### src/hw/rtl/assert_macros.svh
// Assertion macros for the RTL of the matrix multiply block.
// Depends on nothing; the including module supplies clk and rst_n.
`ifndef ASSERT_MACROS_SVH
`define ASSERT_MACROS_SVH

// Check a property on every rising clock edge outside reset.
`define ASSERT_CLK(label, prop, msg) \
    label: assert property (@(posedge clk) disable iff (!rst_n) (prop)) \
        else $error(msg);

// Check that a condition implies another in the same cycle.
`define ASSERT_IMPL(label, cond, prop, msg) \
    label: assert property (@(posedge clk) disable iff (!rst_n) (cond) |-> (prop)) \
        else $error(msg);

`endif

### src/hw/rtl/dmm_pkg.sv
// Shared types and constants of the dense matrix multiply block.
// Depends on nothing.
package dmm_pkg;

    localparam int ELEM_W = 16;
    localparam int PROD_W = 32;
    localparam int ACC_W  = 40;
    localparam int SIZE_W = 5;
    localparam int FIELD_IDX_W = 4;

    localparam logic [1:0] CMD_LOAD_A  = 2'd0;
    localparam logic [1:0] CMD_LOAD_B  = 2'd1;
    localparam logic [1:0] CMD_COMPUTE = 2'd2;

    localparam logic [SIZE_W-1:0] SIZE_RESET = 5'd16;

    // Word handed from one cell to the next.
    typedef struct packed {
        logic                     valid;
        logic signed [ELEM_W-1:0] a;
    } cell_ctl_t;

endpackage

### src/hw/rtl/dmm_cell.sv
// One column cell: holds a column of B, multiplies the passing A element
// and accumulates one element of the result row. Depends on dmm_pkg.
module dmm_cell #(
    parameter int MAX_DIM = 16,
    parameter int IDX_W   = 4
) (
    input  logic                              clk,
    input  logic                              rst_n,
    input  logic                              clear,
    input  logic                              wr_en,
    input  logic [IDX_W-1:0]                  wr_row,
    input  logic signed [dmm_pkg::ELEM_W-1:0] wr_data,
    input  dmm_pkg::cell_ctl_t                in_ctl,
    input  logic [IDX_W-1:0]                  in_k,
    output dmm_pkg::cell_ctl_t                out_ctl,
    output logic [IDX_W-1:0]                  out_k,
    output logic signed [dmm_pkg::ACC_W-1:0]  acc
);

    logic signed [dmm_pkg::ELEM_W-1:0] bmem [MAX_DIM];
    logic signed [dmm_pkg::ELEM_W-1:0] b_rd_reg;
    logic                              v_s1_reg;
    logic signed [dmm_pkg::ELEM_W-1:0] a_s1_reg;
    logic [IDX_W-1:0]                  k_s1_reg;
    logic signed [dmm_pkg::PROD_W-1:0] prod_reg;
    logic                              v_s2_reg;
    logic signed [dmm_pkg::ACC_W-1:0]  acc_reg;
    logic signed [dmm_pkg::ACC_W-1:0]  acc_next;

    // B column storage with registered read at the passing k
    always_ff @(posedge clk)
    begin
        if (wr_en)
        begin
            bmem[wr_row] <= wr_data;
        end
        b_rd_reg <= bmem[in_k];
    end

    always_ff @(posedge clk or negedge rst_n)
    begin
        if (!rst_n)
        begin
            v_s1_reg <= 1'b0;
            v_s2_reg <= 1'b0;
        end
        else
        begin
            v_s1_reg <= in_ctl.valid;
            v_s2_reg <= v_s1_reg;
        end
    end

    always_comb
    begin
        acc_next = acc_reg;
        if (clear)
        begin
            acc_next = '0;
        end
        else if (v_s2_reg)
        begin
            acc_next = acc_reg + dmm_pkg::ACC_W'(prod_reg);
        end
    end

    always_ff @(posedge clk)
    begin
        a_s1_reg <= in_ctl.a;
        k_s1_reg <= in_k;
        prod_reg <= a_s1_reg * b_rd_reg;
        acc_reg  <= acc_next;
    end

    assign out_ctl.valid = v_s1_reg;
    assign out_ctl.a     = a_s1_reg;
    assign out_k         = k_s1_reg;
    assign acc           = acc_reg;

endmodule

### config.mk
export PLATFORM = sky130hd
export DESIGN_NAME = dmm_cell
export DESIGN_NICKNAME = d
export VERILOG_FILES = /design/src/hw/rtl/assert_macros.svh /design/src/hw/rtl/dmm_pkg.sv /design/src/hw/rtl/dmm_cell.sv
export SDC_FILE = /design/constraint.sdc
export NUM_CORES = 1
export LEC_CHECK = 0
export BUFFER_PORTS_ARGS = -buffer_cell sky130_fd_sc_hd__buf_4
export CAP_MARGIN = 20
export CORE_MARGIN = 2
export CORE_UTILIZATION = 40
export DETAILED_ROUTE_END_ITERATION = 10
export MAX_ROUTING_LAYER = met4
export SLEW_MARGIN = 20
export SYNTH_ARGS = -nofsm -noshare
export SYNTH_HDL_FRONTEND = slang
export SYNTH_SLANG_ARGS = --single-unit
### constraint.sdc
create_clock -name clk -period 8.62 [get_ports clk]
set_input_delay 1.724 -clock clk [delete_from_list [all_inputs] [get_ports clk]]
set_output_delay 1.724 -clock clk [all_outputs]
set_load 0.01 [all_outputs]
### Word-level counts from Yosys, hierarchy flattened

Memory sizes are Yosys's and may differ from the RTL's. A register that Yosys moved wholly into a read port is not among the register bits.
Cells that the tools add are included.

* bits in registers: 94
* bits in writable memories: 256
* bits of input ports: 45
* output and inout port bits: 61
* word-level logic and storage cells: 11
* memories: 1

* add/subtract/negate cells: 1
* $mul: 1
* mux-type cells: 2

Memory list
* bmem: words 16, bits a word 16, read ports 1, clocked after Yosys merged registers in 1, wr ports 1, line dmm_cell.sv:20 `logic signed [dmm_pkg::ELEM_W-1:0] bmem [MAX_DIM];`

Operators with widths (number)
* $add A40 B32 Y40: 1
* $mul A16 B16 Y32: 1
* $mux W1: 2

### Depth between registers and ports, before layout

Gate-level depths: netlist of the first run.

* depth in word-level cells: 2
* mapped depth: 24
* mapped depth without buffers: 23

### Worst setup path after synthesis of the first run

OpenSTA, ideal clock, no wires.

* path kind: reg-to-reg
* start: reg a_s1_reg[12] (netlist name)
* end: reg prod_reg[30] (netlist name)
* setup time: 0.072 ns
* arrival time: 6.101 ns
* required time: 8.548 ns
* slack: 2.447 ns
* stages on the path, launching flop included: 23
* buffers on the path: 1
* clock period less this slack: 6.173 ns
* path through: dfxtp_1 clkbuf_1 nand2_1 fa_1 fa_1 fa_1 inv_1 fa_1 fa_1 inv_1 fa_1 inv_1 ha_1 a21o_1 a21o_1 a21o_1 a22oi_2 a31oi_1 o21a_1 or4b_1 a31o_1 a21oi_2 xnor2_1

* longest elaborated chain between the ends: 1

Ends and longest elaborated chain
* start: declaration: line dmm_cell.sv:23 `logic signed [dmm_pkg::ELEM_W-1:0] a_s1_reg;`
* start signal: assignment: line dmm_cell.sv:69 `a_s1_reg <= in_ctl.a;`
* $mul A16 B16 Y32: line dmm_cell.sv:71 `prod_reg <= a_s1_reg * b_rd_reg;`
* end signal: assignment: line dmm_cell.sv:71
* end: declaration: line dmm_cell.sv:25 `logic signed [dmm_pkg::PROD_W-1:0] prod_reg;`

No other way between the ends.
A chain may end at the register's enable or synchronous reset.

### Worst setup path after layout of the first run

* start: reg a_s1_reg[8] (netlist name)
* end: reg prod_reg[31] (netlist name)

Same word-level chain as after synthesis.

==> metrics.txt, run 1 <==
Slew Viols, Final 0; Buf/Inv on CP 3; Total Wirelength 52,500 um; clock transition at the registers of the reported paths 0.06 ns; Least-Margin Pin Slew 1.08 ns; syn avg cell area 12.6 um^2; CP Launch Type flip-flop; Main synth FF type edfxtp_1; Layout area overhead 12.5%; clock skew 0.0138 ns; crit-path leading delay family adder cells; die area 0.0624 mm^2; Routed WL per cell 18.4 um; gr ovfl total 0; HPWL Detailed 38,300 um; worst-path fanout max 17; CP max stage cell dfxtp_1; via count 14,200; vias in the first global route 15,200; GR met1 Demand/Resource 22.4%; DR pass1 iterations 5; Final setup viols 0; flops & latches, synth 366; largest area contributor in the netlist edfxtp_1; post-CTS setup buffers 0; net count reported at finish 2,462; cts repair resizes 0; ant diodes 0; max FFs per register 256; GR peak layer met2; DR DRC count 0; post-synth top area share 31.8%; hold buffers post-CTS 0; Rows 90; Ys Warns 0; total CTS buffers 41; register area 0.00990 mm^2; crit path time final 6.68 ns; antenna violations before repair 0; area of the multi-input gates 0.0130 mm^2; Total GRT Usage 17.9%; met2 Resource Use GR 30.5%; Crit Path Category flip-flop to flip-flop; Rel. slew slack 27.4%; share of cells above drive strength 1 14.1%; most frequent CP cell fa_1; via/cell ratio 4.98; post-route insts no fill 2,844; CTS H-tree depth 2; CTS root buf clkbuf_16; worst min-delay path class flip-flop to flip-flop; fin crit share 77.5%; fmax 150 MHz; Die X 250 um; Final Hold Viols 0; post-synth design cell area 0.0242 mm^2; number of DRC markers in iteration 0 720; Synth Net Count 2,355; effective utilization at floorplan 40.3%; register area share after synthesis 40.9%; CP required 9.11 ns; EDFF count, synth 256; top cells by area, synth edfxtp_1, fa_1, dfxtp_1, mux4_2, ha_1; first-pass GRT wire length 85,100 um; Layout fillers 5,430; Yosys cell types 64; largest net degree at the start of global routing 66; Final ANT Viol Nets 0; I/O pins 106; status finished, final reports clean; crit path cell chain nand2_1 > fa_1 > fa_1 > fa_1 > inv_1 > fa_1 > fa_1 > inv_1 > fa_1 > inv_1 > ha_1 > a21o_1 > a21o_1 > a21oi_1 > o21ai_1 > a22o_1 > o41ai_2 > nor3_1 > or3_1 > a21oi_1 > xnor2_1; Critical Path Sink Type flip-flop; Sink Count 366; post-layout util 45.3%; CP max stage delay 0.78 ns; RSZ-0062 raised after global routing no; Worst-Skew Late Latency 0.57 ns; Core ar. 0.0600 mm^2; routability congestion estimate 0.864; grt met3 use 2.78%; I/O Buffers 105; setup TNS 0 ns; critical path data arrival time 7.17 ns; Post-Syn Instances 1,926; clk buf depth 3; CTS tree done; Cells after DPL 2,772; fraction of registers with async set/reset 0.546%; die height 250 um; Max-Cap Viols 0
[synth_stat cells (13+ instances only)]
cell	n
dfxtp_1	108
nand2b_1	13
inv_1	294
mux4_2	80
nor3_1	17
mux2i_1	28
buf_1	14
ha_1	121
xor2_1	17
nand2_1	143
clkbuf_1	49
a21o_1	30
edfxtp_1	256
and2_1	131
a21oi_1	63
xnor2_1	48
nor2_1	102
o21ai_0	25
fa_1	263
[worst register-to-register path, cell delays in order, from the launching register on]
cell	delay (ns)
dfxtp_1	0.78
nand2_1	0.19
fa_1	0.52
fa_1	0.47
fa_1	0.55
inv_1	0.05
fa_1	0.48
fa_1	0.50
inv_1	0.05
fa_1	0.47
inv_1	0.04
ha_1	0.34
a21o_1	0.20
a21o_1	0.17
a21oi_1	0.17
o21ai_1	0.12
a22o_1	0.29
o41ai_2	0.42
nor3_1	0.13
or3_1	0.36
a21oi_1	0.18
xnor2_1	0.13
[per-layer routing]
| layer | up-vias | share of wire, % | routed length, um |
|---|---|---|---|
| li1 | 6663 | - | - |
| met5 | - | 0 | 0 |
| met4 | 0 | 1.9 | 1020 |
| met3 | 68 | 4.0 | 2100 |
| met1 | 7147 | 44 | 22900 |
| met2 | 279 | 50 | 26400 |
[metrics by stage]
step                      cell area, um^2  setup slack, ns  hold slack, ns
final                               27200             1.94           0.383
after global routing                27200             1.56           0.396
after CTS                           27200             1.90           0.382
after detailed placement            25900             1.94           0.363
after global placement              25900             2.09           0.366
after floorplan                     24200             2.45           0.355
[cell type report]
type / count / share of cell area (%)
tap: 782 / 3.60
inverter: 294 / 4.06
sequential: 366 / 36.4
multi-input combinational: 1202 / 47.6
clock buffer: 52 / 4.11
clock inverter: 20 / 0.699
timing repair buffer: 128 / 3.53
[cells by family after synthesis]
kind of cell | after synthesis | synth area share, %
flip-flops | 366 | 40.9
AO/OA/AOI/OAI | 190 | 5.25
adder cells (fa/ha/maj) | 384 | 28.0
XOR/XNOR | 65 | 2.35
multiplexers | 109 | 8.66
buffers and inverters | 358 | 5.57
AND/OR/NAND/NOR | 454 | 9.19
[layout by cell type (no fill, tap or decap), types with 9 or more instances in the layout]
master     count
a211oi_1      12
a21o_1        30
a21oi_1       63
and2_1       131
buf_4        128
clkbuf_16     42
dfxtp_1      108
edfxtp_1     256
fa_1         263
ha_1         121
inv_1        294
mux2i_1       28
mux4_2        80
nand2_1      143
nand2b_1      13
nand3_1        9
nor2_1       102
nor3_1        13
o21a_1        12
o21ai_0       25
xnor2_1       48
xor2_1        17
[final timing paths]
kind	start	end	slack, ns	cells past startpoint
max	a_s1_reg[8]$_DFF_P_	prod_reg[31]$_DFF_P_	1.94	21
min	v_s1_reg$_DFF_PN0_	v_s2_reg$_DFF_PN0_	0.38	0
max reg2reg	a_s1_reg[8]$_DFF_P_	prod_reg[31]$_DFF_P_	1.94	21
min reg2reg	v_s1_reg$_DFF_PN0_	v_s2_reg$_DFF_PN0_	0.38	0
max in group asynchronous	rst_n	v_s2_reg$_DFF_PN0_	7.59	1
min in group asynchronous	rst_n	v_s2_reg$_DFF_PN0_	0.93	1
Power of run 1 is not shown: default switching activity piles up to over one toggle a cycle in this logic, so the estimate is an artifact.
==> run 2, diff against run 1 <==
- clock period: 8.62 -> 6.2 ns (I/O delays scaled with it)
==> metrics.txt, run 2 (same netlist as run 1, synthesis figures left out) <==
commonest non-fill, non-tap cell in the layout inv_1; Crit Path Category flip-flop to flip-flop; effective utilization at floorplan 40.3%; clk buf depth 3; worst min-delay path class flip-flop to flip-flop; die height 250 um; crit path cell chain buf_6 > and2_4 > fa_1 > inv_2 > fa_1 > fa_2 > inv_1 > fa_1 > fa_1 > inv_1 > fa_1 > inv_2 > ha_4 > a21o_1 > a21o_1 > a21oi_2 > o21ai_1 > a22o_1 > o41ai_4 > nor3_2 > or3_1 > a21oi_2 > xnor2_1; Die X 250 um; Hold Slack 0.394 ns; CP max stage delay 0.55 ns; area of the multi-input gates 0.0131 mm^2; Buf/Inv on CP 5; CP required 6.67 ns; most frequent CP cell fa_1; Final setup viols 0; Core ar. 0.0600 mm^2; register area 0.00996 mm^2; clock transition at the registers of the reported paths 0.07 ns; Total Wirelength 53,600 um; fin crit share 97.5%; Final Hold Viols 0; Max-Cap Viols 0; fmax 165 MHz; Slew Viols, Final 0; die area 0.0624 mm^2; Worst R2R Setup Slack 0.16 ns; Setup WS post-layout 0.156 ns; Critical Path Sink Type flip-flop; Final ANT Viol Nets 0; largest net degree at the start of global routing 66; total CTS buffers 41; Rel. slew slack 32.6%; I/O Buffers 105; first-pass GRT wire length 86,400 um; CP Launch Type flip-flop; status finished, final reports clean; Worst-Skew Late Latency 0.58 ns; via/cell ratio 4.98; gr ovfl total 0; HPWL Detailed 40,000 um; max FFs per register 256; number of DRC markers in iteration 0 700; Rows 90; CTS tree done; net count reported at finish 2,531; most frequent cells in the layout inv_1, edfxtp_1, fa_1, buf_4, nand2_1; CP max stage cell fa_1; post-layout util 46.8%; RSZ-0062 raised after global routing yes; Sink Count 366; Layout fillers 5,362; DR pass1 iterations 5; CTS H-tree depth 2; clock skew 0.0226 ns; worst-path fanout max 6; via count 14,500; crit path time final 6.04 ns; I/O pins 106; critical path data arrival time 6.51 ns; pre-CTS setup slack -0.0993 ns; Total GRT Usage 18.1%; share of cells above drive strength 1 19.7%; crit-path leading delay family adder cells; Least-Margin Pin Slew 1.01 ns; Layout area overhead 16.1%; antenna violations before repair 0; DR DRC count 0; vias in the first global route 15,700; CTS root buf clkbuf_16; routability congestion estimate 0.901; Routed WL per cell 18.4 um; ant diodes 0
==> run 2: cell count changes in the layout (fill, tap and decap cells not counted), sizes merged <==
cell / before / now
buf: 128 / 196
bufinv: 2 / 5
clkbuf: 52 / 51
clkinvlp: 0 / 5
inv: 298 / 296
==> run 2: area by class of cell <==
cell class	instances	share of cell area [%]
multi-input cells	1202	46.7
flip-flops and latches	366	35.5
repair buffers	197	5.52
inverters	294	3.93
clock buffers	50	3.85
well taps	782	3.48
clock inverters	26	1.03
==> run 2: worst paths after layout <==
path	startpoint	endpoint	cells after the start
max	b_rd_reg[5]$_DFF_P_	prod_reg[31]$_DFF_P_	23
min reg2reg	v_s1_reg$_DFF_PN0_	v_s2_reg$_DFF_PN0_	0
max reg2reg	b_rd_reg[5]$_DFF_P_	prod_reg[31]$_DFF_P_	23
max in group asynchronous	rst_n	v_s2_reg$_DFF_PN0_	1
min in group asynchronous	rst_n	v_s1_reg$_DFF_PN0_	1
min	v_s1_reg$_DFF_PN0_	v_s2_reg$_DFF_PN0_	0
==> run 2: metal layers <==
metal  track usage, %  up-vias  part of all wire, %
met5                -        -                    0
met4             4.41        0                  2.3
met3             2.64       84                  3.6
met2             32.2      262                   52
met1             21.7     7351                   42
li1                 -     6817                    -
==> run 2: repair_timing <==
action	4_1_cts	5_1_grt
cloned	0	1
gates resized for setup	9	66
hold buffers	0	0
buffers inserted	0	4
pin swaps	0	28
endpoints found under the setup margin	2	7
==> run 2: stage by stage <==
| step | cells | area (um^2) | setup TNS [ns] |
|---|---|---|---|
| 3_5_place_dp | 2836 | 26400 | -0.133 |
| 5_1_grt | 2917 | 28100 | -0.0530 |
| 3_3_place_gp | 2836 | 26400 | 0 |
| 4_1_cts | 2912 | 27800 | 0 |
| 6_report | 2917 | 28100 | 0 |
| 2_1_floorplan | 1926 | 24200 | 0 |
Power of run 2 is left out for the same reason.
==> run 3, diff against run 2 <==
- CTS_CLUSTER_SIZE: not set -> 8
- RECOVER_POWER: not set -> 50
- clock period: 6.2 -> 5.3 ns (I/O delays scaled with it)
==> metrics.txt, run 3 (same netlist as run 1, synthesis figures left out) <==
CP required 5.78 ns; Crit path depth 22; most frequent cells in the layout inv_1, edfxtp_1, fa_1, buf_4, nand2_1; worst min-delay path class primary input to async pin; Rows 90; CTS root buf clkbuf_16; area of the multi-input gates 0.0134 mm^2; CTS tree done; post-layout util 48.6%; fin crit share 112%; Setup WS post-layout -0.639 ns; share of cells above drive strength 1 25.2%; register area 0.00999 mm^2; CP Capture Point prod_reg[30]$_DFF_P_; via count 15,000; Critical Path Sink Type flip-flop; Slew Viols, Final 161; Routed WL per cell 18.3 um; status finished, violations left; HPWL Detailed 41,200 um; Final setup viols 14; Least-Margin Pin Slew 4.05 ns; Placement Cell Area 0.0272 mm^2; Sink Count 366; max FFs per register 256; DR pass1 iterations 5; largest net degree at the start of global routing 66; Layout area overhead 20.6%; routability congestion estimate 0.873; failing checks max-capacitance violations, max-slew violations, negative setup slack; Total Wirelength 55,500 um; Rel. slew slack -170%; first-pass GRT wire length 89,700 um; clk buf depth 3; ant diodes 0; crit path from a_s1_reg[7]$_DFF_P_; die height 250 um; Cells after DPL 2,916; total CTS buffers 52; CP max stage cell fa_2; Buf/Inv on CP 4; I/O pins 106; Total GRT Usage 18.9%; Crit Path Category flip-flop to flip-flop; crit path cell chain and2_1 > fa_1 > inv_1 > fa_2 > fa_2 > inv_2 > fa_2 > fa_1 > inv_1 > fa_1 > inv_2 > ha_4 > a21o_1 > a21o_1 > a21o_1 > a22oi_2 > a31oi_2 > o21a_1 > or4b_1 > a31o_1 > a21oi_2 > xnor2_1; RSZ-0062 raised after global routing yes; CP Launch Type flip-flop; crit-path leading delay family adder cells; Worst-Skew Late Latency 0.61 ns; Max-Cap Viols 4; net count reported at finish 2,642; final instance area 0.0291 mm^2; vias in the first global route 16,500; die area 0.0624 mm^2; clock transition at the registers of the reported paths 0.05 ns; Final ANT Viol Nets 0; DR DRC count 0; worst r2r src a_s1_reg[7]$_DFF_P_; gr ovfl total 0; Layout fillers 5,291; commonest non-fill, non-tap cell in the layout inv_1; via/cell ratio 4.97; Worst R2R Setup Slack -0.64 ns; effective utilization at floorplan 40.3%; Reg-to-Reg End prod_reg[30]$_DFF_P_; Core ar. 0.0600 mm^2; Worst Reg2Reg Path Length in Cells 22; fmax 168 MHz; post-route insts no fill 3,025; crit path time final 5.94 ns; CP max stage delay 0.54 ns; antenna violations before repair 1; Hold Slack 0.252 ns; clock skew 0.0283 ns; Die X 250 um; CTS H-tree depth 2; I/O Buffers 105; critical path data arrival time 6.42 ns; number of DRC markers in iteration 0 730; worst-path fanout max 6; Final Hold Viols 0
[run 3: how the worst min path moves through the flow]
stage / to / cells past startpoint
floorplan: v_s2_reg$_DFF_PN0_ / 0
global placement: v_s2_reg$_DFF_PN0_ / 0
detailed placement: v_s2_reg$_DFF_PN0_ / 0
CTS: v_s2_reg$_DFF_PN0_ / 1
global route: v_s2_reg$_DFF_PN0_ / 1
finish: v_s2_reg$_DFF_PN0_ / 1
[run 3: area by class of cell]
| class | count | area share, % |
|---|---|---|
| inverter | 294 | 3.79 |
| clock inverter | 4 | 0.279 |
| sequential | 366 | 34.3 |
| tap | 782 | 3.36 |
| clock buffer | 80 | 4.86 |
| timing repair buffer | 297 | 7.52 |
| multi-input combinational | 1202 | 45.9 |
[run 3: worst register-to-register path: stages (launching register included)]
cell and delay, ns:
dfxtp_4 0.37, and2_1 0.18, fa_1 0.51, inv_1 0.06
fa_2 0.54, fa_2 0.44, inv_2 0.06, fa_2 0.43
fa_1 0.52, inv_1 0.05, fa_1 0.49, inv_2 0.05
ha_4 0.15, a21o_1 0.18, a21o_1 0.18, a21o_1 0.18
a22oi_2 0.19, a31oi_2 0.15, o21a_1 0.22, or4b_1 0.46
a31o_1 0.20, a21oi_2 0.13, xnor2_1 0.08
[run 3: layer usage]
metal	routed length, um	global-route usage [%]	part of all wire, %	up-vias
li1	-	-	-	7050
met4	1560	5.99	2.8	0
met1	23000	22.4	41	7569
met2	28500	33.0	51	303
met3	2420	2.90	4.4	101
met5	0	-	0	-
[run 3: stage by stage]
stage | TNS (ns) | setup WS (ns)
4_1_cts | -4.56 | -0.694
3_3_place_gp | -6.06 | -0.748
6_report | -4.97 | -0.639
3_5_place_dp | -6.86 | -0.826
5_1_grt | -7.88 | -0.817
2_1_floorplan | -1.85 | -0.508
[run 3: timing repair]
action / in CTS / in global routing
pin swaps: 63 / 35
endpoints found under the setup margin: 19 / 19
hold buffers: 0 / 0
gates resized for setup: 74 / 64
setup buffers: 13 / 14
Power of run 3 is left out for the same reason.
